`src/design/tmcb_pkg.sv`:
```
package tmcb_pkg;

  typedef enum logic [2:0] {
    FMT_UNKNOWN = 3'd0,
    FMT_RGBA8   = 3'd1,
    FMT_BC1     = 3'd2,
    FMT_BC2     = 3'd3,
    FMT_BC3     = 3'd4,
    FMT_BC4     = 3'd5,
    FMT_BC5     = 3'd6,
    FMT_BC7     = 3'd7
  } fmt_code_t;

  // block byte count as a left shift of 4
  localparam logic [1:0] BSH_4B  = 2'd0;
  localparam logic [1:0] BSH_8B  = 2'd1;
  localparam logic [1:0] BSH_16B = 2'd2;

  localparam logic [30:0] BYTES_TOTAL_MAX = 31'h7fff_ffff;
  localparam logic [3:0]  CHAIN_MAX       = 4'd15;

  typedef struct packed {
    logic [2:0]  format_code;
    logic [14:0] base_width;
    logic [14:0] base_height;
    logic [3:0]  stored_mips;
    logic [3:0]  first_level;
  } in_t;

  typedef struct packed {
    logic        format_known;
    logic [30:0] level_bytes_total;
    logic [3:0]  full_chain_levels;
  } out_t;

  typedef struct packed {
    logic       known;
    logic       edge4;
    logic [1:0] bsh;
    logic [4:0] stored;
    logic [3:0] first;
    logic [3:0] chain;
  } lvl_ctl_t;

  // levels from a size down to 1x1: one plus the top set bit of w|h
  function automatic logic [3:0] chain_levels(input logic [15:0] v);
    logic [4:0] lv;
    lv = 5'd1;
    for (int i = 0; i < 16; i++) begin
      if (v[i]) lv = 5'(i + 1);
    end
    chain_levels = (lv > 5'(CHAIN_MAX)) ? CHAIN_MAX : lv[3:0];
  endfunction

endpackage

```
`src/design/tmcb_level.sv`:
```
module tmcb_level #(
  parameter int LEVEL = 0,
  parameter int DW    = 15
) (
  input  logic                clk,
  input  logic                rst_n,
  input  logic                en,
  input  logic                in_vld,
  input  tmcb_pkg::lvl_ctl_t  in_ctl,
  input  logic [DW-1:0]       in_w,
  input  logic [DW-1:0]       in_h,
  input  logic [2*DW-1:0]     in_prod,
  input  logic [30:0]         in_total,
  output logic                vld_r,
  output tmcb_pkg::lvl_ctl_t  ctl_r,
  output logic [DW-1:0]       w_r,
  output logic [DW-1:0]       h_r,
  output logic [2*DW-1:0]     prod_r,
  output logic [30:0]         total_r
);

  localparam int         QW  = 2 * DW;
  localparam int         BW  = QW + 4;
  localparam int         SW  = ((BW > 31) ? BW : 31) + 1;
  localparam logic [4:0] LVL = 5'(LEVEL);

  logic [DW+1:0] wp3;
  logic [DW+1:0] hp3;
  logic [DW-1:0] bx;
  logic [DW-1:0] by;
  logic [DW-1:0] wh;
  logic [DW-1:0] hh;
  logic          counted;
  logic [QW-1:0] prod_nxt;
  logic [DW-1:0] w_nxt;
  logic [DW-1:0] h_nxt;
  logic [BW-1:0] lvl_bytes;
  logic [SW-1:0] sum;
  logic [30:0]   total_nxt;

  always_comb begin
    wp3 = (DW+2)'(in_w) + (DW+2)'(3);
    hp3 = (DW+2)'(in_h) + (DW+2)'(3);
    bx  = in_ctl.edge4 ? wp3[DW+1:2] : in_w;
    by  = in_ctl.edge4 ? hp3[DW+1:2] : in_h;
    counted  = in_ctl.known && (LVL >= 5'(in_ctl.first)) && (LVL < in_ctl.stored);
    prod_nxt = counted ? (QW'(bx) * QW'(by)) : '0;

    wh    = in_w >> 1;
    hh    = in_h >> 1;
    w_nxt = (wh == '0) ? DW'(1) : wh;
    h_nxt = (hh == '0) ? DW'(1) : hh;

    // previous level's block count enters the total here
    lvl_bytes = BW'(in_prod) << (3'(in_ctl.bsh) + 3'd2);
    sum       = SW'(lvl_bytes) + SW'(in_total);
    total_nxt = (sum > SW'(tmcb_pkg::BYTES_TOTAL_MAX)) ? tmcb_pkg::BYTES_TOTAL_MAX
                                                       : sum[30:0];
  end

  always_ff @(posedge clk) begin
    if (!rst_n) begin
      vld_r <= 1'b0;
    end else if (en) begin
      vld_r <= in_vld;
    end
  end

  always_ff @(posedge clk) begin
    if (en) begin
      ctl_r   <= in_ctl;
      w_r     <= w_nxt;
      h_r     <= h_nxt;
      prod_r  <= prod_nxt;
      total_r <= total_nxt;
    end
  end

endmodule

```
`config.mk`:
```
export PLATFORM = sky130hd
export DESIGN_NAME = tmcb_level
export DESIGN_NICKNAME = d
export VERILOG_FILES = /design/src/design/tmcb_pkg.sv /design/src/design/tmcb_level.sv
export SDC_FILE = /design/constraint.sdc
export NUM_CORES = 1
export LEC_CHECK = 0
export BUFFER_PORTS_ARGS = -buffer_cell sky130_fd_sc_hd__buf_2
export CAP_MARGIN = 20
export CORE_MARGIN = 2
export CORE_UTILIZATION = 45
export CTS_CLUSTER_SIZE = 24
export DETAILED_ROUTE_END_ITERATION = 10
export MAX_ROUTING_LAYER = met4
export PLACE_DENSITY = 0.69
export SYNTH_ARGS = -nofsm -noshare
export SYNTH_HDL_FRONTEND = slang
export SYNTH_SLANG_ARGS = --single-unit
```
`constraint.sdc`:
```
create_clock -name clk -period 7.4 [get_ports clk]
set_clock_uncertainty 0.05 [all_clocks]
set_input_delay 0.37 -clock clk [delete_from_list [all_inputs] [get_ports clk]]
set_output_delay 0.37 -clock clk [all_outputs]
set_load 0.005 [all_outputs]
```
==> summary.md <==
| Metric | Value |
|---|---|
| CP Launch Type | input pin |
| I/O Buffers | about 220 |
| Fin nets | between 2000 and 2500 |
| DIE AREA | between 30000 and 40000 um^2 |
| Hold depth | 1 |
| Synth warn | 0 |
| Total track usage | between 20% and 30% |
| Post-synthesis cell count | around 1500 |
| Seq/Total Area, Yosys | roughly 23% |
| Critical Path RT | 7.47 ns |
| Drt pass-1 iters | 9 |
| Worst-Skew Late Latency | 0.37 ns |
| Switching power | approximately 3.5 mW |
| Cell Area, Synth | between 10000 and 15000 um^2 |
| Max VDD drop | ~0.67 mV |
| Final Max Tran Viols | 0 |
| Vias per std cell | 5.40 |
| Post-route ant nets | 0 |
| Switching part of the total | a little under half |
| Min Hold Slack | 0.119 ns |
| Pin count of the biggest net entering global routing | 71 |
| Power Density | about 440 nW/um^2 |
| CP max FO | 4 |
| WHS Endpoint | ctl_r[2] |
| Layout cells sized above 1 | 26.0% |
| Asr flop ratio synth | 0% |
| Comb power frac | roughly 82% |
| Iter 0 DRT Violations | 736 |
| Crit path capture type | register |
| Reg-to-Reg End | vld_r |
| Max Clk Rate | around 0.14 GHz |
| GRT Residual Overflow | 0 |
| Row count | 64 |
| Tcrit/Tclk final | 96.3% |
| Setup tns final | 0 ns |
| Number of flops mapped to enable cells by yosys | 106 |
| Initial antenna violation count | 0 |
| Reg power frac | 10.2% |
| #FFs+latches synth | between 100 and 150 |
| Place WS | -0.381 ns |
| Syn Area/Cell | 9.46 um^2 |
| Worst setup path start | in_h[0] |
| Top-count cell post-synth | inv_1 |
| Dpl hpwl | between 30 and 40 mm |
| Worst slew pin tran | approximately 0.97 ns |
| Total number of vias | 11800 |
| Slowest cell on crit path | fa_1 |
| H-tree Lvls | 3 |
| Hold-fix buffers at CTS | 0 |
| Clock buffer depth | 2 |
| Largest stage delay, worst path | about 0.54 ns |
| Core region area | 30700 um^2 |
| Inserted Clock Buffers | 9 |
| Reg2Reg Depth | 2 |
| Worst hold start | in_ctl[2] |
| Root buf cell | clkbuf_16 |
| Sink Count | around 110 |
| Post-synth top cells | 214 x inv_1, 168 x fa_1, 166 x nor2_1 |
| Worst Setup Path Type | in -> reg |
| Max-cap violations | 0 |
| Synth-to-layout area growth | 20.9% |
| Final hold vios | 0 |
| Buf/Inv on CP | 10 |
| Max_slew headroom | 35.1% |
| Drt wl/cell | 17.5 um |
| Status | complete, no violations |
| Number of global-route vias before repair | roughly 12000 |
| Leakage Power | 8.32 nW |
| CTS tree | yes |
| Clock transition at path regs | ~0.08 ns |
| Synth area leader | fa_1 |
| Total wire length | between 30 and 40 mm |
| Die width | around 180 um |
| Diodes inserted | 0 |
| Setup violators final | 0 |
| Largest cells by area after synthesis | fa_1 24%, edfxtp_1 23%, ha_1 11% |
| Pwr Total | approximately 7.4 mW |
| Die Ht | between 150 and 200 um |
| Synth unique cells | between 70 and 80 |
| Arr. time, crit path | 7.20 ns |
| Yosys top cell area share | roughly a quarter |
| Setup slack, reg-to-reg | 6.74 ns |
| First-pass GRT wire length | between 60 and 70 mm |
| Most used DFF post-synth | edfxtp_1 |
| Clock Power Share | about 7.5% |
| Worst r2r src | vld_r |
| Initial Util | between 40% and 50% |
| Routability cong. | 0.940 |
| Hold Crit Class | in -> reg |
| Power Internal | 3.99 mW |
| Top delay family on crit path | adder cells |
| Tmin final | between 7 and 8 ns |
| DRC viols | 0 |
| Final Worst Setup Slack | roughly 0.27 ns |
| # IOs | around 220 |
[per-stage QoR]
stage / std cells / utilization (%) / instance area [um^2]
2_1_floorplan: 1488 / - / 14200
3_3_place_gp: 2156 / 53.7 / 16500
3_5_place_dp: 2156 / 53.7 / 16500
4_1_cts: 2172 / 54.8 / 16800
5_1_grt: 2182 / 55.3 / 17000
6_report: 2182 / 55.3 / 17000
[cell type report]
cell class / instances / area [um^2]
Fill cell: 2770 / 13700
Multi-Input combinational cell: 1081 / 9900
Sequential cell: 107 / 3200
Timing Repair Buffer: 368 / 2240
Inverter: 214 / 803
Tap cell: 396 / 495
Clock buffer: 9 / 225
Clock inverter: 7 / 108
[state kept, by name, indices dropped and copies added, names as in the netlist]
register  cells
ctl_r        17
h_r          14
prod_r       30
total_r      31
vld_r         1
w_r          14
[worst max path at each step]
stage	to	slack, ns	cells past startpoint
after floorplan	prod_r[28]	0.01	28
after global placement	prod_r[28]	-0.29	29
after detailed placement	prod_r[28]	-0.38	30
after CTS	prod_r[28]	0.02	30
after global routing	prod_r[28]	-0.03	32
final	prod_r[28]	0.27	33
[logic make-up (layout without fill, tap and decap cells)]
group	count (synthesis)	count (layout)	share of synthesized area [%]
and+or+nand+nor	455	455	14.6
buffers and inverters	300	598	8.23
adders and majority gates	293	293	35.1
AOI/OAI and AO/OA	239	239	11.5
DFF	107	107	22.8
xor gates and xnor gates	54	54	3.37
muxes	35	35	4.39
other	1	5	0.0267
[repair_timing]
action                                  in CTS  in global routing
pin swaps                                    0                 31
endpoints found under the setup margin       1                  9
setup buffers                                0                 10
gates resized for setup                      1                 33
[per-layer routing]
layer	track usage [%]	up-vias	routed length, um
li1	-	5509	-
met1	32.6	5748	15800
met2	39.3	468	18300
met3	4.61	57	3170
met4	7.10	0	859
met5	-	-	0
[power by group through the flow]
stage               clock [mW]  combinational (mW)  sequential, mW
finish                   0.562                6.13           0.757
CTS                      0.577                6.09           0.758
global placement             0                5.94           0.770
detailed placement           0                6.03           0.771
floorplan                    0                3.97           0.782
global route             0.595                6.98           0.764
[placed cells by master, fill, tap and decap left out, types with 10 or more instances in the layout]
cell | synthesis | final
inv_1 | 214 | 214
buf_4 | 3 | 149
nand3_1 | 17 | 16
xnor2_1 | 30 | 30
and2_1 | 23 | 22
nand2_1 | 155 | 152
o21a_1 | 15 | 14
o21ai_0 | 47 | 43
nor2_1 | 166 | 161
a211oi_1 | 12 | 11
ha_1 | 125 | 124
mux4_2 | 21 | 21
buf_2 | 2 | 217
fa_1 | 168 | 166
nor2b_1 | 11 | 11
nand2b_1 | 16 | 16
mux2i_1 | 11 | 10
a21o_1 | 50 | 50
a21oi_1 | 54 | 52
edfxtp_1 | 106 | 106
xor2_1 | 24 | 24
No activity file was read; power rests on OpenSTA's default activity.
