===== config.mk =====
export PLATFORM = sky130hd
export DESIGN_NAME = tmcb_final
export DESIGN_NICKNAME = d
export VERILOG_FILES = /design/src/design/tmcb_pkg.sv /design/src/design/tmcb_final.sv
export SDC_FILE = /design/constraint.sdc
export NUM_CORES = 1
export LEC_CHECK = 0
export ABC_AREA = 1
export BUFFER_PORTS_ARGS = -buffer_cell sky130_fd_sc_hd__buf_4
export CAP_MARGIN = 25
export CORE_ASPECT_RATIO = 0.6
export CORE_UTILIZATION = 52
export CTS_BUF_LIST = sky130_fd_sc_hd__clkbuf_8
export DETAILED_ROUTE_END_ITERATION = 16
export PLACE_DENSITY = 0.88
export SETUP_SLACK_MARGIN = 0.5
export SYNTH_ARGS = -nofsm -noshare
export SYNTH_HDL_FRONTEND = slang
export SYNTH_SLANG_ARGS = --single-unit

===== constraint.sdc =====
create_clock -name clk -period 5.8 [get_ports clk]
set_input_delay 1.16 -clock clk [delete_from_list [all_inputs] [get_ports clk]]
set_output_delay 1.16 -clock clk [all_outputs]
set_load 0.02 [all_outputs]

===== src/design/tmcb_pkg.sv =====
package tmcb_pkg;

  typedef enum logic [2:0] {
    FMT_UNKNOWN = 3'd0,
    FMT_RGBA8   = 3'd1,
    FMT_BC1     = 3'd2,
    FMT_BC2     = 3'd3,
    FMT_BC3     = 3'd4,
    FMT_BC4     = 3'd5,
    FMT_BC5     = 3'd6,
    FMT_BC7     = 3'd7
  } fmt_code_t;

  // block byte count as a left shift of 4
  localparam logic [1:0] BSH_4B  = 2'd0;
  localparam logic [1:0] BSH_8B  = 2'd1;
  localparam logic [1:0] BSH_16B = 2'd2;

  localparam logic [30:0] BYTES_TOTAL_MAX = 31'h7fff_ffff;
  localparam logic [3:0]  CHAIN_MAX       = 4'd15;

  typedef struct packed {
    logic [2:0]  format_code;
    logic [14:0] base_width;
    logic [14:0] base_height;
    logic [3:0]  stored_mips;
    logic [3:0]  first_level;
  } in_t;

  typedef struct packed {
    logic        format_known;
    logic [30:0] level_bytes_total;
    logic [3:0]  full_chain_levels;
  } out_t;

  typedef struct packed {
    logic       known;
    logic       edge4;
    logic [1:0] bsh;
    logic [4:0] stored;
    logic [3:0] first;
    logic [3:0] chain;
  } lvl_ctl_t;

  // levels from a size down to 1x1: one plus the top set bit of w|h
  function automatic logic [3:0] chain_levels(input logic [15:0] v);
    logic [4:0] lv;
    lv = 5'd1;
    for (int i = 0; i < 16; i++) begin
      if (v[i]) lv = 5'(i + 1);
    end
    chain_levels = (lv > 5'(CHAIN_MAX)) ? CHAIN_MAX : lv[3:0];
  endfunction

endpackage


===== src/design/tmcb_final.sv =====
module tmcb_final #(
  parameter int DW = 15
) (
  input  logic                clk,
  input  logic                rst_n,
  input  logic                en,
  input  logic                in_vld,
  input  tmcb_pkg::lvl_ctl_t  in_ctl,
  input  logic [2*DW-1:0]     in_prod,
  input  logic [30:0]         in_total,
  output logic                vld_r,
  output tmcb_pkg::out_t      out_r
);

  localparam int QW = 2 * DW;
  localparam int BW = QW + 4;
  localparam int SW = ((BW > 31) ? BW : 31) + 1;

  logic [BW-1:0]  lvl_bytes;
  logic [SW-1:0]  sum;
  tmcb_pkg::out_t out_nxt;

  always_comb begin
    lvl_bytes                 = BW'(in_prod) << (3'(in_ctl.bsh) + 3'd2);
    sum                       = SW'(lvl_bytes) + SW'(in_total);
    out_nxt.format_known      = in_ctl.known;
    out_nxt.level_bytes_total = (sum > SW'(tmcb_pkg::BYTES_TOTAL_MAX))
                                ? tmcb_pkg::BYTES_TOTAL_MAX : sum[30:0];
    out_nxt.full_chain_levels = in_ctl.chain;
  end

  always_ff @(posedge clk) begin
    if (!rst_n) begin
      vld_r <= 1'b0;
    end else if (en) begin
      vld_r <= in_vld;
    end
  end

  always_ff @(posedge clk) begin
    if (en) begin
      out_r <= out_nxt;
    end
  end

endmodule


==> summary.txt, run 1 <==
Worst setup path
  • CP max FO: 36
  • Setup crit end kind: flip-flop
  • Kind of critical path: input pin to flip-flop
  • R2R Path Start: vld_r$_SDFFE_PN0P_
  • CP startpoint kind: input pin
  • Setup crit start: in_ctl[13]
  • CP endpoint: out_r[6]$_SDFFCE_PN1P_
  • FF-to-FF End: vld_r$_SDFFE_PN0P_
  • Crit path DAT: 4.30 ns
  • Data required, critical path: 5.78 ns
  • Worst r2r path cells: 2
  • R2R Setup Slk: 5.15 ns

Clocking
  • Clk slew on worst S/H paths: 0.07 ns
  • TritonCTS buffer count: 5
  • Root Buffer: clkbuf_8
  • Number of hold buffers added after CTS: 0
  • CTS tree: built
  • Number of H-tree levels: 2
  • Clk buf depth: 2
  • Post_cts resized: 0
  • Clock sink total: 37
  • Post-CTS setup buffers: 0
  • Clk_lat worst skew: 0.28 ns

Floorplan
  • Site Rows: 25
  • Core ar.: 0.008133 mm^2
  • Die width: 122.1 um
  • Die Area: 0.009045 mm^2
  • Initial Utilization: 55.35%
  • I/O Pins: 119
  • Die H: 74.07 um

Global route
  • Total GRT Usage: 26.92%
  • Number of global-route vias before repair: 3875
  • Pin count of the biggest net entering global routing: 39
  • First-pass GRT wire length: 18970 um
  • Initial antenna violation count: 0
  • Global route total overflow: 0

Route
  • Drt drc: 0
  • Pre-Repair DR Iteration Count: 5
  • Initial drt markers: 446
  • Vias post-DR: 4455
  • Wire length per cell: 13.70 um
  • ANT nets after route: 0
  • Vias per inst: 5.217
  • Post-Route WL: 11700 um

Synth
  • Sequential element share of the synthesized area: 24.46%
  • Post-synth top cells: 215 x nand2_1, 79 x inv_1, 44 x nor2_1, 36 x edfxtp_1, 34 x o21ai_0
  • Synthesized area: 0.004502 mm^2
  • Top-count cell post-synth: nand2_1
  • Asr flop ratio synth: 0%
  • Average size of a mapped cell: 6.958 um^2
  • Syn. warnings: 0
  • Main synth FF type: edfxtp_1
  • FF+latch count, synth: 37
  • Top post-synthesis cells by area: edfxtp_1 24%, nand2_1 18%, ha_1 8.6%
  • Yosys cell types: 37
  • EDFF count, synth: 36
  • Yosys top cell area share: 24.01%
  • Syn Inst Count: 647
  • Yosys top cell by area: edfxtp_1

Final layout
  • Multi-input gate area: 0.002945 mm^2
  • Fill count: 737
  • Nets: 859
  • Layout area overhead: 20.59%
  • Cell Count, Final, Fillers Out: 854
  • Sequential Area: 0.001101 mm^2
  • Ratio of cells with drive above 1 in the final layout: 22.65%
  • Inserted Diodes: 0

Timing
  • Tcrit/Tclk final: 74.56%
  • Max-slew violations: 0
  • RSZ-0062 raised after global routing: false
  • Slew HR: 42.05%
  • Achievable Freq: 231.2 MHz
  • Worst slew pin tran: 0.8671 ns
  • # setup viols final: 0
  • Clock Skew: 0 ns
  • Final Hold Viols: 0
  • Fin Setup TNS: 0 ns
  • Final Worst Setup Slack: 1.475 ns
  • Worst hold margin: 0.5623 ns
  • Tmin final: 4.325 ns

Power
  • Lkg Pwr: 2.848 nW
  • Worst vdd ir: 99.33 uV
  • Power per cell area: 219.5 mW/mm^2

Flow run
  • Max_cap viols: 0

Placement
  • Final GP Congestion: 0.9538
  • Port-buffer cells: 108
  • Worst Setup Slack post-DPL: 1.205 ns
  • HPWL after detailed placement: 10110 um
  • DP Cell Count: 846

Status
  • Status: completed

Hold path
  • Hold Path Class: flip-flop to flip-flop
## worst min-delay path by stage
| stage | from | end | slack, ns | cells after the start |
|---|---|---|---|---|
| 2_1_floorplan | vld_r$_SDFFE_PN0P_ | vld_r$_SDFFE_PN0P_ | 0.61 | 2 |
| 3_5_place_dp | vld_r$_SDFFE_PN0P_ | vld_r$_SDFFE_PN0P_ | 0.55 | 2 |
| 3_3_place_gp | vld_r$_SDFFE_PN0P_ | vld_r$_SDFFE_PN0P_ | 0.52 | 2 |
| 6_report | vld_r$_SDFFE_PN0P_ | vld_r$_SDFFE_PN0P_ | 0.56 | 2 |
| 4_1_cts | vld_r$_SDFFE_PN0P_ | vld_r$_SDFFE_PN0P_ | 0.57 | 2 |
| 5_1_grt | vld_r$_SDFFE_PN0P_ | vld_r$_SDFFE_PN0P_ | 0.60 | 2 |
## power by group
group	internal, mW	leakage [nW]	switching (mW)
clock	0.126	0.0518	0.0835
combinational	0.236	2.43	0.396
sequential	0.339	0.368	0.0109
total	0.702	2.85	0.490
## stage by stage
step           total power, mW  util, %  cell area [um^2]
2_1_floorplan           0.7963        -              4509
6_report                 1.191    66.75              5429
5_1_grt                  1.272    66.75              5429
3_3_place_gp            0.9654    65.40              5319
4_1_cts                  1.188    66.75              5429
3_5_place_dp            0.9774    65.40              5319
## worst max-delay path: stages
cell	delay, ns
buf_4	0.39
mux2i_1	0.23
inv_1	0.07
nand2_1	0.05
o21ai_0	0.09
ha_1	0.39
a21oi_1	0.35
nand2_1	0.12
a21oi_1	0.20
nor2_1	0.06
nor2_1	0.13
a21oi_1	0.11
nor2_4	0.69
nand4_1	0.22
## layout make-up
cell class / instances / share of cell area, %
Clock buffer: 5 / 1.268
Timing Repair Buffer: 108 / 14.93
Sequential cell: 37 / 20.28
Multi-Input combinational cell: 508 / 54.25
Clock inverter: 3 / 0.7605
Inverter: 85 / 6.015
Tap cell: 108 / 2.489
## layer usage
layer  GRT usage, %  wire length (um)  share of wire, %  vias up
met3          2.607              1060               9.1        3
met1          44.54              6409                55     1929
met2          37.54              4187                36      210
met5              0                 0                 0        -
met4          3.252                41              0.35        0
li1               -                 -                 -     2313
## flip-flops by register name, summed over array words and instances (netlist names)
register,cells
out_r,36
vld_r,1
## logic make-up (layout without fill, tap and decap cells)
family,Yosys count,count (layout),share of synthesized area (%)
adder cells (fa/ha/maj),32,32,9.061
buffers and inverters,104,201,10.28
XOR/XNOR,22,22,4.280
flip-flops,37,37,24.46
AND/OR/NAND/NOR,350,350,37.27
AO/OA/AOI/OAI,77,77,9.227
multiplexers,24,24,5.336
other,1,3,0.08330
## cell usage in the layout, fill, tap and decap left out, types with 5 or more instances in the layout
cell type,Yosys,routed
mux2i_1,24,24
a21oi_1,31,31
nand4_2,20,20
buf_4,4,108
inv_1,79,79
clkbuf_8,0,5
nand4_1,12,12
o21bai_1,6,6
nand2_1,215,215
edfxtp_1,36,36
nand3_1,24,24
ha_1,31,31
xnor2_1,18,18
nand2_2,13,13
nor2_1,44,44
o21ai_0,34,34
inv_2,5,5
No activity file was read; power rests on OpenSTA's default activity.
==> run 2: changes to the inputs <==
- clock period: 5.8 -> 4.13 ns (I/O delays scaled with it)
==> run 2 against run 1 <==
Count of clock-buffer cells in the layout stayed put. Die area stayed put. Clock skew stayed put. Non-clock buffer count is 4 higher. Combinational power is 45% higher. Final area is 0.88% higher. Critical path type unchanged.
==> summary.txt, run 2 (synthesis gave the netlist of run 1 again) <==
Flow run
  • Max_cap viols: 0 (unchanged)

Power
  • Clock Power Share: 13.9% (-3.7 points)
  • Combinational share of power: 56.1% (+3.1 points)
  • Int Pwr: 0.9423 mW (+34%)
  • Lkg Pwr: 2.881 nW (+1.2%)
  • P_sw: 0.6975 mW (+42%)
  • Worst vdd ir: 172.9 uV (+74%)
  • Power per cell area: 299.4 mW/mm^2 (+36%)
  • Switching Fraction: 42.53% (+1.4 points)
  • Sequential Power Share: 30.1% (+0.7 points)

Hold path
  • Hold Path Class: flip-flop to flip-flop
  • Min-delay src: vld_r$_SDFFE_PN0P_
  • Hold Path Stages: 2 (unchanged)
  • Hold Crit Endpoint: vld_r$_SDFFE_PN0P_

Floorplan
  • Die Area: 0.009045 mm^2 (unchanged)
  • I/O Pins: 119 (unchanged)
  • Die width: 122.1 um (unchanged)
  • Core ar.: 0.008133 mm^2 (unchanged)
  • Initial Utilization: 55.35% (unchanged)
  • Die H: 74.07 um (unchanged)
  • Site Rows: 25 (unchanged)

Clocking
  • TritonCTS buffer count: 5 (unchanged)
  • Clk slew on worst S/H paths: 0.07 ns (about the same)
  • Clock sink total: 37 (unchanged)
  • Number of H-tree levels: 2 (unchanged)
  • Root Buffer: clkbuf_8
  • Post-CTS setup buffers: 0 (unchanged)
  • Clk_lat worst skew: 0.28 ns (about the same)
  • Post_cts resized: 0 (unchanged)
  • Clk buf depth: 2 (unchanged)
  • Number of hold buffers added after CTS: 0 (unchanged)
  • CTS tree: built

Timing
  • Tmin final: 3.351 ns
  • RSZ-0062 raised after global routing: false
  • Slew HR: 63.55% (+21 points)
  • # setup viols final: 0 (unchanged)
  • Achievable Freq: 298.4 MHz
  • Max-slew violations: 0 (unchanged)
  • Worst hold margin: 0.5395 ns (-0.02277 ns)
  • Clock Skew: 0 ns (unchanged)
  • Tcrit/Tclk final: 81.15%
  • Fin Setup TNS: 0 ns (unchanged)
  • Final Hold Viols: 0 (unchanged)
  • Final Worst Setup Slack: 0.7786 ns (-0.6969 ns)
  • Worst slew pin tran: 0.5410 ns (-0.3261 ns)

Worst setup path
  • CP startpoint kind: input pin
  • R2R Setup Slk: 3.50 ns (-1.65 ns)
  • WP buf/inv: 3 (+1)
  • Data required, critical path: 4.15 ns (-1.63 ns)
  • Slowest CP cell: ha_1
  • FF-to-FF End: vld_r$_SDFFE_PN0P_
  • CP delay by family, top: simple AND/OR/NAND/NOR gates
  • Setup crit end kind: flip-flop
  • Crit path DAT: 3.37 ns (-0.93 ns)
  • Max incr delay on CP: 0.44 ns (-0.25 ns)
  • CP max FO: 36 (unchanged)
  • CP cell instances: buf_6 > mux2i_1 > inv_1 > nand2_1 > o21ai_0 > ha_1 > nand2_1 > nor2_1 > nand2_1 > nor2_1 > nand2_1 > nand3_2 > nand2_1 > nand2_1 > nand2_1 > nand2_2 > buf_12 > nand4_1
  • Most frequent CP cell: nand2_1
  • R2R Path Start: vld_r$_SDFFE_PN0P_
  • Worst r2r path cells: 2 (unchanged)
  • Kind of critical path: input pin to flip-flop

Route
  • Vias post-DR: 4573 (+2.6%)
  • Initial drt markers: 365 (-18%)
  • Post-Route WL: 12070 um (+3.1%)
  • Vias per inst: 5.330 (+2.2%)
  • Drt drc: 0 (unchanged)
  • ANT nets after route: 0 (unchanged)
  • Pre-Repair DR Iteration Count: 6 (+1)
  • Wire length per cell: 14.06 um (+2.7%)

Placement
  • Final GP Congestion: 0.8956 (-6.1%)
  • HPWL after detailed placement: 10250 um (+1.4%)
  • Worst Setup Slack post-DPL: 0.3684 ns (-0.8370 ns)
  • Port-buffer cells: 108 (unchanged)

Final layout
  • Regs by FF count: out_r (36), vld_r (1)
  • Final core utilization: 67.34% (+0.58 points)
  • Ratio of cells with drive above 1 in the final layout: 23.20% (+0.55 points)
  • Largest register by flop count: out_r
  • Most frequent cells in the layout: 215 x nand2_1, 108 x buf_4, 80 x inv_1
  • Layout area overhead: 21.65%
  • Number of flip-flops in the largest register: 36 (unchanged)
  • Nets: 863 (+0.47%)
  • Inserted Diodes: 0 (unchanged)
  • Most common cell after layout, fill and taps aside: nand2_1

Status
  • Status: completed

Global route
  • Total GRT Usage: 26.71% (-0.21 points)
  • Number of global-route vias before repair: 3860 (-0.39%)
  • Global route total overflow: 0 (unchanged)
  • Initial antenna violation count: 0 (unchanged)
  • First-pass GRT wire length: 19060 um (+0.47%)
  • Pin count of the biggest net entering global routing: 39 (unchanged)
==> run 2: final cells by class <==
cell class,instances,area (um^2)
timing repair buffer,112,882.1
fill,711,2656
sequential,37,1101
multi-input combinational,508,2949
inverter,85,326.6
tap,108,135.1
clock inverter,3,13.76
clock buffer,5,68.82
==> run 2: how the worst max path moves through the flow <==
stage,startpoint,end,slack (ns),cells after the start
2_1_floorplan,in_ctl[13],out_r[11]$_SDFFCE_PN1P_,0.64,19
3_3_place_gp,in_ctl[13],out_r[14]$_SDFFCE_PN1P_,0.43,15
3_5_place_dp,in_ctl[13],out_r[14]$_SDFFCE_PN1P_,0.37,15
4_1_cts,in_ctl[13],out_r[26]$_SDFFCE_PN1P_,0.67,15
5_1_grt,in_ctl[13],out_r[33]$_SDFFCE_PN1P_,0.58,19
6_report,in_ctl[13],out_r[5]$_SDFFCE_PN1P_,0.78,18
==> run 2: metrics by stage <==
stage	power [mW]	cells	area (um^2)
after detailed placement	1.402	850	5386
after global placement	1.381	850	5386
after CTS	1.631	858	5469
final	1.640	858	5477
after global routing	1.748	858	5477
after floorplan	1.118	649	4509
==> run 2: power groups by stage <==
stage | combinational (mW) | sequential [mW] | clock, mW
after CTS | 0.904 | 0.494 | 0.233
final | 0.919 | 0.493 | 0.228
after floorplan | 0.557 | 0.561 | 0
after detailed placement | 0.901 | 0.501 | 0
after global routing | 1.00 | 0.497 | 0.247
after global placement | 0.884 | 0.497 | 0
==> run 2: layer usage <==
metal  global-route usage (%)  vias to the layer above  share of wire [%]
li1                         -                     2321                  -
met1                    43.95                     2041                 55
met2                    38.48                      207                 37
met3                    2.147                        4                8.0
met4                    2.033                        0               0.16
met5                        0                        -                  0
==> run 2: worst reg2reg max path: cells and delay by family, from the launching register on <==
| family | cells | cell delay (ns) |
|---|---|---|
| DFF | 1 | 0.31 |
| AOI/OAI and AO/OA | 2 | 0.20 |
