### src/design/tmcb_pkg.sv
package tmcb_pkg;

  typedef enum logic [2:0] {
    FMT_UNKNOWN = 3'd0,
    FMT_RGBA8   = 3'd1,
    FMT_BC1     = 3'd2,
    FMT_BC2     = 3'd3,
    FMT_BC3     = 3'd4,
    FMT_BC4     = 3'd5,
    FMT_BC5     = 3'd6,
    FMT_BC7     = 3'd7
  } fmt_code_t;

  // block byte count as a left shift of 4
  localparam logic [1:0] BSH_4B  = 2'd0;
  localparam logic [1:0] BSH_8B  = 2'd1;
  localparam logic [1:0] BSH_16B = 2'd2;

  localparam logic [30:0] BYTES_TOTAL_MAX = 31'h7fff_ffff;
  localparam logic [3:0]  CHAIN_MAX       = 4'd15;

  typedef struct packed {
    logic [2:0]  format_code;
    logic [14:0] base_width;
    logic [14:0] base_height;
    logic [3:0]  stored_mips;
    logic [3:0]  first_level;
  } in_t;

  typedef struct packed {
    logic        format_known;
    logic [30:0] level_bytes_total;
    logic [3:0]  full_chain_levels;
  } out_t;

  typedef struct packed {
    logic       known;
    logic       edge4;
    logic [1:0] bsh;
    logic [4:0] stored;
    logic [3:0] first;
    logic [3:0] chain;
  } lvl_ctl_t;

  // levels from a size down to 1x1: one plus the top set bit of w|h
  function automatic logic [3:0] chain_levels(input logic [15:0] v);
    logic [4:0] lv;
    lv = 5'd1;
    for (int i = 0; i < 16; i++) begin
      if (v[i]) lv = 5'(i + 1);
    end
    chain_levels = (lv > 5'(CHAIN_MAX)) ? CHAIN_MAX : lv[3:0];
  endfunction

endpackage

### src/design/tmcb_decode.sv
module tmcb_decode #(
  parameter int MAX_LEVELS = 15,
  parameter int MAX_DIM    = 16384,
  parameter int DW         = 15
) (
  input  logic                clk,
  input  logic                rst_n,
  input  logic                en,
  input  logic                in_vld,
  input  tmcb_pkg::in_t       in_data,
  output logic                vld_r,
  output tmcb_pkg::lvl_ctl_t  ctl_r,
  output logic [DW-1:0]       w_r,
  output logic [DW-1:0]       h_r
);

  tmcb_pkg::lvl_ctl_t ctl_nxt;
  logic [DW-1:0]      w_nxt;
  logic [DW-1:0]      h_nxt;

  always_comb begin
    w_nxt = (32'(in_data.base_width) > MAX_DIM) ? DW'(MAX_DIM) : DW'(in_data.base_width);
    h_nxt = (32'(in_data.base_height) > MAX_DIM) ? DW'(MAX_DIM) : DW'(in_data.base_height);

    ctl_nxt.known  = 1'b1;
    ctl_nxt.edge4  = 1'b1;
    ctl_nxt.bsh    = tmcb_pkg::BSH_16B;
    unique case (tmcb_pkg::fmt_code_t'(in_data.format_code))
      tmcb_pkg::FMT_UNKNOWN: begin
        ctl_nxt.known = 1'b0;
        ctl_nxt.edge4 = 1'b0;
        ctl_nxt.bsh   = tmcb_pkg::BSH_4B;
      end
      tmcb_pkg::FMT_RGBA8: begin
        ctl_nxt.edge4 = 1'b0;
        ctl_nxt.bsh   = tmcb_pkg::BSH_4B;
      end
      tmcb_pkg::FMT_BC1, tmcb_pkg::FMT_BC4: begin
        ctl_nxt.bsh = tmcb_pkg::BSH_8B;
      end
      tmcb_pkg::FMT_BC2, tmcb_pkg::FMT_BC3, tmcb_pkg::FMT_BC5, tmcb_pkg::FMT_BC7: begin
        ctl_nxt.bsh = tmcb_pkg::BSH_16B;
      end
      default: begin
        ctl_nxt.known = 1'b0;
      end
    endcase

    ctl_nxt.stored = (5'(in_data.stored_mips) > 5'(MAX_LEVELS)) ? 5'(MAX_LEVELS)
                                                                 : 5'(in_data.stored_mips);
    ctl_nxt.first  = in_data.first_level;
    ctl_nxt.chain  = tmcb_pkg::chain_levels(16'(w_nxt | h_nxt));
  end

  always_ff @(posedge clk) begin
    if (!rst_n) begin
      vld_r <= 1'b0;
    end else if (en) begin
      vld_r <= in_vld;
    end
  end

  always_ff @(posedge clk) begin
    if (en) begin
      ctl_r <= ctl_nxt;
      w_r   <= w_nxt;
      h_r   <= h_nxt;
    end
  end

endmodule

### config.mk
export PLATFORM = sky130hd
export DESIGN_NAME = tmcb_decode
export DESIGN_NICKNAME = d
export VERILOG_FILES = /design/src/design/tmcb_pkg.sv /design/src/design/tmcb_decode.sv
export SDC_FILE = /design/constraint.sdc
export NUM_CORES = 1
export LEC_CHECK = 0
export ABC_AREA = 1
export BUFFER_PORTS_ARGS = -buffer_cell sky130_fd_sc_hd__buf_4
export CAP_MARGIN = 20
export CORE_ASPECT_RATIO = 0.7
export CORE_MARGIN = 5
export CORE_UTILIZATION = 47
export DETAILED_ROUTE_END_ITERATION = 8
export PLACE_DENSITY = 0.92
export SLEW_MARGIN = 25
export SYNTH_ARGS = -nofsm -noshare
export SYNTH_HDL_FRONTEND = slang
export SYNTH_SLANG_ARGS = --single-unit
### constraint.sdc
create_clock -name clk -period 2.3 [get_ports clk]
set_input_delay 0.575 -clock clk [delete_from_list [all_inputs] [get_ports clk]]
set_output_delay 0.575 -clock clk [all_outputs]
set_load 0.05 [all_outputs]
==> results of run 1 <==
-- metal layers --
| metal | track usage (%) | wire [um] | up-vias | share of wire [%] |
|---|---|---|---|---|
| met3 | 7.02 | 728 | 8 | 14 |
| li1 | - | - | 840 | - |
| met5 | 0 | 0 | - | 0 |
| met4 | 4.46 | 55 | 0 | 1.1 |
| met2 | 27.9 | 2250 | 81 | 45 |
| met1 | 21.3 | 2000 | 746 | 40 |
-- synth_stat cells --
library cell	count
a21oi_1	2
a31o_2	1
buf_4	1
buf_6	1
clkbuf_1	4
conb_1	1
dfxtp_1	1
edfxtp_1	46
inv_1	41
inv_2	2
inv_4	1
nand2_1	39
nand2_2	2
nand2_4	1
nand3_1	3
nor2_1	41
nor3_1	1
nor4_1	1
o21ai_0	2
o21ai_1	1
o22ai_1	7
o22ai_2	1
o22ai_4	1
or2_0	1
or2_1	1
or2_2	1
-- flip-flops by register name, summed over array words and instances (netlist names) --
signal,count
vld_r,1
w_r,15
ctl_r,16
h_r,15
-- cells by family after synthesis --
kind of cell    after synthesis  share of synthesized area, %
other cells                   1                         0.180
simple gates                 91                          17.7
flops                        47                          67.2
buf+inv                      50                          9.66
compound gates               15                          5.28
-- layout make-up --
type | instances | area share, %
Multi-Input combinational cell | 107 | 16.5
Inverter | 44 | 5.66
Clock buffer | 5 | 2.32
Tap cell | 55 | 2.32
Timing Repair Buffer | 96 | 24.3
Sequential cell | 47 | 47.3
Clock inverter | 3 | 1.48
-- through the flow --
step / setup TNS (ns) / util (%) / total power, mW
4_1_cts: 0 / 68.6 / 2.19
3_3_place_gp: -0.0721 / 66.0 / 1.58
2_1_floorplan: 0 / - / 1.38
3_5_place_dp: -0.122 / 66.0 / 1.59
5_1_grt: 0 / 68.8 / 2.26
6_report: 0 / 68.8 / 2.17
-- power by group through the flow --
stage | Clock (mW) | Combinational (mW) | Sequential [mW]
finish | 0.597 | 0.540 | 1.03
global route | 0.647 | 0.572 | 1.04
CTS | 0.610 | 0.542 | 1.03
detailed placement | 0 | 0.542 | 1.05
global placement | 0 | 0.534 | 1.05
floorplan | 0 | 0.0978 | 1.29
-- worst max path at each step --
stage	end	slack, ns
after global routing	ctl_r[0]	0.04
after detailed placement	ctl_r[0]	-0.07
after global placement	ctl_r[1]	-0.06
after CTS	ctl_r[0]	0.25
after floorplan	ctl_r[1]	0.30
final	ctl_r[0]	0.24
-- what timing repair did --
action,4_1_cts,5_1_grt
gates resized for setup,0,1
hold endpoints to repair,0,0
setup endpoints to repair,0,1
-- worst max-delay path, cell delays in order --
cell,delay (ns)
buf_4,0.11
or2_0,0.21
nor2_1,0.19
nand2_1,0.12
nand2_4,0.11
nand2_1,0.08
nand2_1,0.10
inv_1,0.04
nand2_1,0.05
nand2_1,0.04
nand2_1,0.05
nand2_1,0.05
nand2_1,0.05
nand2_1,0.04
nand2_1,0.05
nand2_1,0.04
nand2_1,0.05
nand2_1,0.04
nand2_1,0.05
nand2_1,0.05
==> flow_metrics.env, run 1 <==
export IMPL_status="finished clean"
export IMPL_rows=20
export IMPL_hpwl_um=4040
export IMPL_gp_congestion=0.863
export IMPL_endpoint_kind="register"
export IMPL_multiInputGateArea_um2=489
export IMPL_yosys_warnings=0
export IMPL_cts_root_buf="clkbuf_8"
export IMPL_clock_fmax_ghz=0.486
export IMPL_worstPathMaxFanout=5
export IMPL_syn2layout_area_growth_pct=41.9
export IMPL_io_buffer_count=91
export IMPL_min_delay_start="in_data[1]"
export IMPL_grt_overflow=0
export IMPL_postCtsHoldBufs=0
export IMPL_n_fill_cell=344
export IMPL_critPathLaunchType="primary input"
export IMPL_grtUsageTotal_pct=17.2
export IMPL_final_cell_mix="96 x buf_4, 46 x edfxtp_1, 41 x inv_1, 41 x nor2_1, 39 x nand2_1"
export IMPL_drt_total_wl_um=5040
export IMPL_post_route_cell_area_um2=2960
export IMPL_period_share_pct=89.5
export IMPL_final_common_cell="buf_4"
export IMPL_antenna_found_initial=0
export IMPL_holdWs_ns=0.443
export IMPL_internal_power_mw=1.51
export IMPL_finalMaxSlewViolations=0
export IMPL_final_cells=357
export IMPL_setup_violations=0
export IMPL_ff_latch_area_um2=1400
export IMPL_tritoncts="done"
export IMPL_swShare_pct=30.5
export IMPL_tightest_slew_ns=0.576
export IMPL_ys_seq_elements=47
export IMPL_hold_viol_final=0
export IMPL_drt_pass1_iter_count=4
export IMPL_synth_top_area_share_pct=66.2
export IMPL_post_cts_repair_setup_buffers=0
export IMPL_regToRegEndpoint="vld_r"
export IMPL_vias=1675
export IMPL_clkSlewWorstSetupHoldPaths_ns=0.09
export IMPL_critPathLaunch="in_data[8]"
export IMPL_ant_nets=0
export IMPL_preCtsSetupSlack_ns=-0.0716
export IMPL_p_comb_share_pct=24.9
export IMPL_maxCapViolations=0
export IMPL_yosysTopAreaCell="edfxtp_1"
export IMPL_num_io_pins=93
export IMPL_antenna_cells=0
export IMPL_hp_class="primary input to register"
export IMPL_whs_path_depth=1
export IMPL_powerDensity_nw_per_um2=733
export IMPL_syn_nets=249
export IMPL_synth_area_leaders="edfxtp_1 66%, inv_1 7.4%, nor2_1 7.4%, nand2_1 7.0%, o22ai_1 2.1%"
export IMPL_die_y_um=65.7
export IMPL_place_area_um2=2840
export IMPL_rr_startpoint="vld_r"
export IMPL_p_seq_share_pct=47.6
export IMPL_grt_max_degree=49
export IMPL_cts_path_max_buffers=2
export IMPL_num_nets_final=346
export IMPL_dieArea_um2=5890
export IMPL_cp_required_ns=2.36
export IMPL_critPathKind="primary input to register"
export IMPL_initial_core_util_pct=48.5
export IMPL_first_global_vias=1630
export IMPL_drt_iter0_drc=109
export IMPL_min_period_ns=2.06
export IMPL_syn_cell_area_um2=2090
export IMPL_synth_cells=204
export IMPL_layout_setup_ws_ns=0.242
export IMPL_grt_pass1_wl_um=7510
export IMPL_core_um2=4300
export IMPL_relSlewSlack_pct=61.6
export IMPL_p_switching_mw=0.661
export IMPL_yosysSeqAreaShare_pct=67.2
export IMPL_reg2reg_slack_ns=1.65
export IMPL_leakagePower_nw=1.43
export IMPL_wire_per_inst_um=14.1
export IMPL_synth_area_per_cell_um2=10.2
export IMPL_skew_ns=0
export IMPL_synth_distinct_cells=26
export IMPL_layout_drive_gt1_share_pct=38.1
export IMPL_hold_path_endpoint="ctl_r[5]"
export IMPL_viasPerCell=4.69
export IMPL_crit_arrival_ns=2.11
export IMPL_dp_cells=349
export IMPL_clkLatencyLatePin_ns=0.30
export IMPL_vdd_drop_max_v=0.000396
export IMPL_route_detailed_drc=0
export IMPL_cts_buffers=5
export IMPL_rsz0062_at_grt="no"
export IMPL_die_x_um=89.6
export IMPL_p_clk_share_pct=27.5
export IMPL_clock_sinks=47
export IMPL_htree_levels=2
export IMPL_reg2regPathDepth=2
(Power assumes the default switching activity.)
==> inputs of run 2 (changes only) <==
- REMOVE_ABC_BUFFERS: not set -> 1
==> run 2 against run 1 <==
- register-to-register slack worse by 0.04 ns
- routed wire length hardly changed
- global-route usage is 0.38 points higher
- combinational power barely moved
- largest power group unchanged
- highest routed layer unchanged
==> flow_metrics.env, run 2 (synthesized netlist as in run 1, its figures left out) <==
export IMPL_tns_ns=0
export IMPL_htree_levels=2
export IMPL_clock_sinks=47
export IMPL_rsz0062_at_grt="no"
export IMPL_first_global_vias=1672
export IMPL_crit_end="ctl_r[0]"
export IMPL_ctsResizeCount=0
export IMPL_ant_nets=0
export IMPL_cts_root_buf="clkbuf_8"
export IMPL_crit_path_top_delay_cell="o22ai_1"
export IMPL_crit_family="simple AND/OR/NAND/NOR gates"
export IMPL_skew_ns=0
export IMPL_rr_startpoint="vld_r"
export IMPL_crit_chain="buf_4 -> or2_1 -> nor2_1 -> nand2_1 -> nand2_2 -> inv_2 -> o22ai_1 -> inv_1 -> nand2_1 -> nand2_1 -> nand2_1 -> nand2_1 -> nand2_1 -> nand2_1 -> nand2_1 -> nand2_1 -> nand2_1 -> nand2_1"
export IMPL_top_register="ctl_r"
export IMPL_endpoint_kind="register"
export IMPL_cts_buffers=5
export IMPL_num_nets_final=345
export IMPL_maxCapViolations=0
export IMPL_drt_pass1_iter_count=4
export IMPL_vias=1679
export IMPL_antenna_cells=0
export IMPL_rows=20
export IMPL_critPathLaunch="in_data[25]"
export IMPL_top_regs="ctl_r (16), h_r (15), w_r (15)"
export IMPL_clkSlewWorstSetupHoldPaths_ns=0.09
export IMPL_cp_required_ns=2.36
export IMPL_leakagePower_nw=1.43
export IMPL_regToRegEndpoint="vld_r"
export IMPL_initial_core_util_pct=48.5
export IMPL_setup_violations=0
export IMPL_critPathLaunchType="primary input"
export IMPL_syn2layout_area_growth_pct=43.0
export IMPL_final_cell_mix="94 x buf_4, 46 x edfxtp_1, 41 x inv_1, 41 x nor2_1, 39 x nand2_1"
export IMPL_postCtsHoldBufs=0
export IMPL_die_y_um=65.7
export IMPL_min_period_ns=2.04
export IMPL_viasPerCell=4.72
export IMPL_crit_arrival_ns=2.10
export IMPL_dieArea_um2=5890
export IMPL_gp_congestion=0.812
export IMPL_antenna_found_initial=0
export IMPL_clock_fmax_ghz=0.491
export IMPL_clkLatencyLatePin_ns=0.31
export IMPL_status="finished clean"
export IMPL_cp_common_cell="nand2_1"
export IMPL_powerDensity_nw_per_um2=768
export IMPL_grtUsageTotal_pct=17.6
export IMPL_drt_iter0_drc=53
export IMPL_drt_total_wl_um=5030
export IMPL_route_detailed_drc=0
export IMPL_largest_reg_flops=16
export IMPL_n_fill_cell=337
export IMPL_path_depth=18
export IMPL_final_common_cell="buf_4"
export IMPL_finalMaxSlewViolations=0
export IMPL_post_cts_repair_setup_buffers=0
export IMPL_critPathKind="primary input to register"
export IMPL_path_buf_inv=3
export IMPL_critPathMaxStageDelay_ns=0.24
export IMPL_die_x_um=89.6
export IMPL_hold_viol_final=0
export IMPL_final_cells=356
export IMPL_core_um2=4300
export IMPL_tritoncts="done"
export IMPL_dp_cells=348
export IMPL_cts_path_max_buffers=2
export IMPL_wire_per_inst_um=14.1
export IMPL_tightest_slew_ns=0.596
export IMPL_period_share_pct=88.6
export IMPL_hp_class="primary input to register"
export IMPL_worstPathMaxFanout=10
export IMPL_hpwl_um=3850
export IMPL_grt_overflow=0
export IMPL_reg2reg_slack_ns=1.61
export IMPL_grt_pass1_wl_um=7710
export IMPL_reg2regPathDepth=2
export IMPL_relSlewSlack_pct=60.3
export IMPL_layout_drive_gt1_share_pct=37.5
export IMPL_grt_max_degree=49
export IMPL_vdd_drop_max_v=0.000438
export IMPL_num_io_pins=93
export IMPL_power_mw=2.29
export IMPL_io_buffer_count=91
-- run 2: layer usage --
metal / GRT usage (%) / up-vias / wire length (um)
li1: - / 832 / -
met2: 29.6 / 69 / 2350
met1: 20.4 / 770 / 2000
met5: 0 / - / 0
met4: 5.58 / 0 / 62
met3: 7.27 / 8 / 615
-- run 2: cell type report --
| class | count | area [um2] | share of cell area [%] |
|---|---|---|---|
| timing repair buffer | 95 | 726 | 24.3 |
| inverter | 44 | 168 | 5.62 |
| sequential | 47 | 1400 | 47.0 |
| tap | 55 | 68.8 | 2.31 |
| clock buffer | 5 | 68.8 | 2.31 |
| multi-input combinational | 107 | 483 | 16.2 |
| clock inverter | 3 | 67.6 | 2.27 |
-- run 2: through the flow --
stage               utilization [%]  hold WS [ns]  area [um2]  worst slack (ns)
floorplan                         -         0.668        2050             0.230
global placement               66.1         0.523        2850            0.0238
detailed placement             66.1         0.572        2850           -0.0400
CTS                            69.3         0.429        2980             0.271
global route                   69.3         0.417        2980            0.0728
finish                         69.3         0.435        2980             0.262
-- run 2: worst min-delay path by stage --
stage	end	cells after the start	startpoint
final	ctl_r[10]	1	in_data[6]
after global routing	ctl_r[10]	1	in_data[6]
after CTS	ctl_r[10]	1	in_data[6]
after detailed placement	vld_r	2	vld_r
after global placement	vld_r	2	vld_r
after floorplan	vld_r	1	en
-- run 2: power breakdown --
group	switching (mW)	internal (mW)
sequential	0.0187	1.01
clock	0.286	0.433
combinational	0.369	0.172
total	0.674	1.62
==> inputs of run 3 (changes only) <==
- CORE_MARGIN: 5 -> 1
==> run 3 against run 2 <==
- clock skew unchanged
- highest routed layer unchanged
- utilization increased by 2.6 points
- critical path type unchanged
- sequential share of layout area increased by 0.68 points
==> flow_metrics.env, run 3 (synthesized netlist as in run 1, its figures left out) <==
export IMPL_critPathKind="primary input to register"
export IMPL_hp_class="primary input to register"
export IMPL_reg2reg_slack_ns=1.65
export IMPL_cts_root_buf="clkbuf_8"
export IMPL_ff_latch_area_um2=1400
export IMPL_htree_levels=2
export IMPL_finalMaxSlewViolations=0
export IMPL_rsz0062_at_grt="no"
export IMPL_endpoint_kind="register"
export IMPL_powerDensity_nw_per_um2=731
export IMPL_cp_required_ns=2.36
export IMPL_die_x_um=81.6
export IMPL_dp_cells=346
export IMPL_die_y_um=57.7
export IMPL_setup_violations=0
export IMPL_rr_startpoint="vld_r"
export IMPL_preCtsSetupSlack_ns=-0.000133
export IMPL_first_global_vias=1678
export IMPL_route_detailed_drc=0
export IMPL_grt_max_degree=49
export IMPL_ant_nets=0
export IMPL_maxCapViolations=0
export IMPL_whs_path_depth=1
export IMPL_top_regs="ctl_r (16), h_r (15), w_r (15)"
export IMPL_post_cts_repair_setup_buffers=0
export IMPL_gp_congestion=0.843
export IMPL_initial_core_util_pct=51.0
export IMPL_clock_fmax_ghz=0.490
export IMPL_hpwl_um=3660
export IMPL_dieArea_um2=4710
export IMPL_io_buffer_count=91
export IMPL_cts_buffers=5
export IMPL_hold_viol_final=0
export IMPL_postCtsHoldBufs=0
export IMPL_holdWs_ns=0.449
export IMPL_grt_overflow=0
export IMPL_final_cell_mix="96 x buf_4, 46 x edfxtp_1, 41 x inv_1, 41 x nor2_1, 39 x nand2_1"
export IMPL_viasPerCell=4.72
export IMPL_num_nets_final=346
export IMPL_cts_path_max_buffers=2
export IMPL_final_common_cell="buf_4"
export IMPL_n_fill_cell=303
export IMPL_worstPathMaxFanout=5
export IMPL_wire_per_inst_um=13.4
export IMPL_final_util_pct=71.9
export IMPL_power_mw=2.15
export IMPL_antenna_cells=0
export IMPL_largest_reg_flops=16
export IMPL_clkLatencyLatePin_ns=0.30
export IMPL_grtUsageTotal_pct=22.0
export IMPL_vdd_drop_max_v=0.000472
export IMPL_tritoncts="done"
export IMPL_core_um2=4090
export IMPL_grt_pass1_wl_um=7450
export IMPL_top_register="ctl_r"
export IMPL_relSlewSlack_pct=59.9
export IMPL_layout_setup_ws_ns=0.258
export IMPL_syn2layout_area_growth_pct=41.0
export IMPL_layout_drive_gt1_share_pct=37.2
export IMPL_leakagePower_nw=1.42
export IMPL_crit_arrival_ns=2.10
export IMPL_min_delay_start="in_data[5]"
export IMPL_ctsResizeCount=0
export IMPL_critPathLaunch="in_data[16]"
export IMPL_drt_pass1_iter_count=4
export IMPL_final_cells=353
export IMPL_critPathLaunchType="primary input"
export IMPL_clkSlewWorstSetupHoldPaths_ns=0.08
export IMPL_skew_ns=0
export IMPL_rows=19
export IMPL_hold_path_endpoint="ctl_r[9]"
export IMPL_antenna_found_initial=0
export IMPL_clock_sinks=47
export IMPL_min_period_ns=2.04
export IMPL_vias=1665
export IMPL_status="finished clean"
export IMPL_drt_total_wl_um=4740
export IMPL_reg2regPathDepth=2
export IMPL_multiInputGateArea_um2=483
export IMPL_period_share_pct=88.8
export IMPL_regToRegEndpoint="vld_r"
export IMPL_tightest_slew_ns=0.602
export IMPL_drt_iter0_drc=99
export IMPL_num_io_pins=93
run 3: cell count changes in the layout (fill, tap and decap cells not counted):
| cell | change |
|---|---|
| buf_12 | -1 |
| buf_4 | +2 |
| bufinv_16 | -1 |
| clkbuf_1 | +1 |
| clkinvlp_4 | -1 |
run 3: critical path: stages:
cell and delay [ns]:
buf_4 0.11, nor2_1 0.12, nand2_1 0.11, nor2_1 0.14, nand2_1 0.09, nand2_4 0.10
nand2_1 0.09, nand2_1 0.10, nand2_1 0.06, nand2_1 0.05, nand2_1 0.06, nand2_1 0.07
nand2_1 0.05, nand2_1 0.05, nand2_1 0.04, nand2_1 0.05, nand2_1 0.05, nand2_1 0.05
nand2_1 0.04, nand2_1 0.05, nand2_1 0.04
run 3: routing by layer:
layer  track usage, %  wire length [um]
met1             26.9              1900
met2             35.5              2250
met5                0                 0
met4             9.52                87
met3             7.87               491
run 3: where the power goes:
group / switching (mW) / internal (mW)
combinational: 0.369 / 0.171
clock: 0.262 / 0.319
sequential: 0.0178 / 1.01
total: 0.648 / 1.50
run 3: worst max path at each step:
| stage | slack, ns | cells after the start | to |
|---|---|---|---|
| floorplan | 0.23 | 17 | ctl_r[0] |
| detailed placement | -0.0001 | 13 | ctl_r[1] |
| global route | 0.06 | 21 | ctl_r[0] |
| CTS | 0.28 | 13 | ctl_r[1] |
| finish | 0.26 | 21 | ctl_r[0] |
| global placement | 0.06 | 13 | ctl_r[1] |
run 3: layout make-up:
cell class,instances,share of cell area (%)
Clock buffer,6,2.47
Clock inverter,1,1.02
Inverter,44,5.70
Multi-Input combinational cell,107,16.4
Sequential cell,47,47.7
Tap cell,52,2.21
Timing Repair Buffer,96,24.5
run 3: stage by stage:
step,cell area [um2],TNS [ns]
3_5_place_dp,2840,-0.000210
4_1_cts,2940,0
5_1_grt,2940,0
6_report,2940,0
2_1_floorplan,2050,0
3_3_place_gp,2840,0
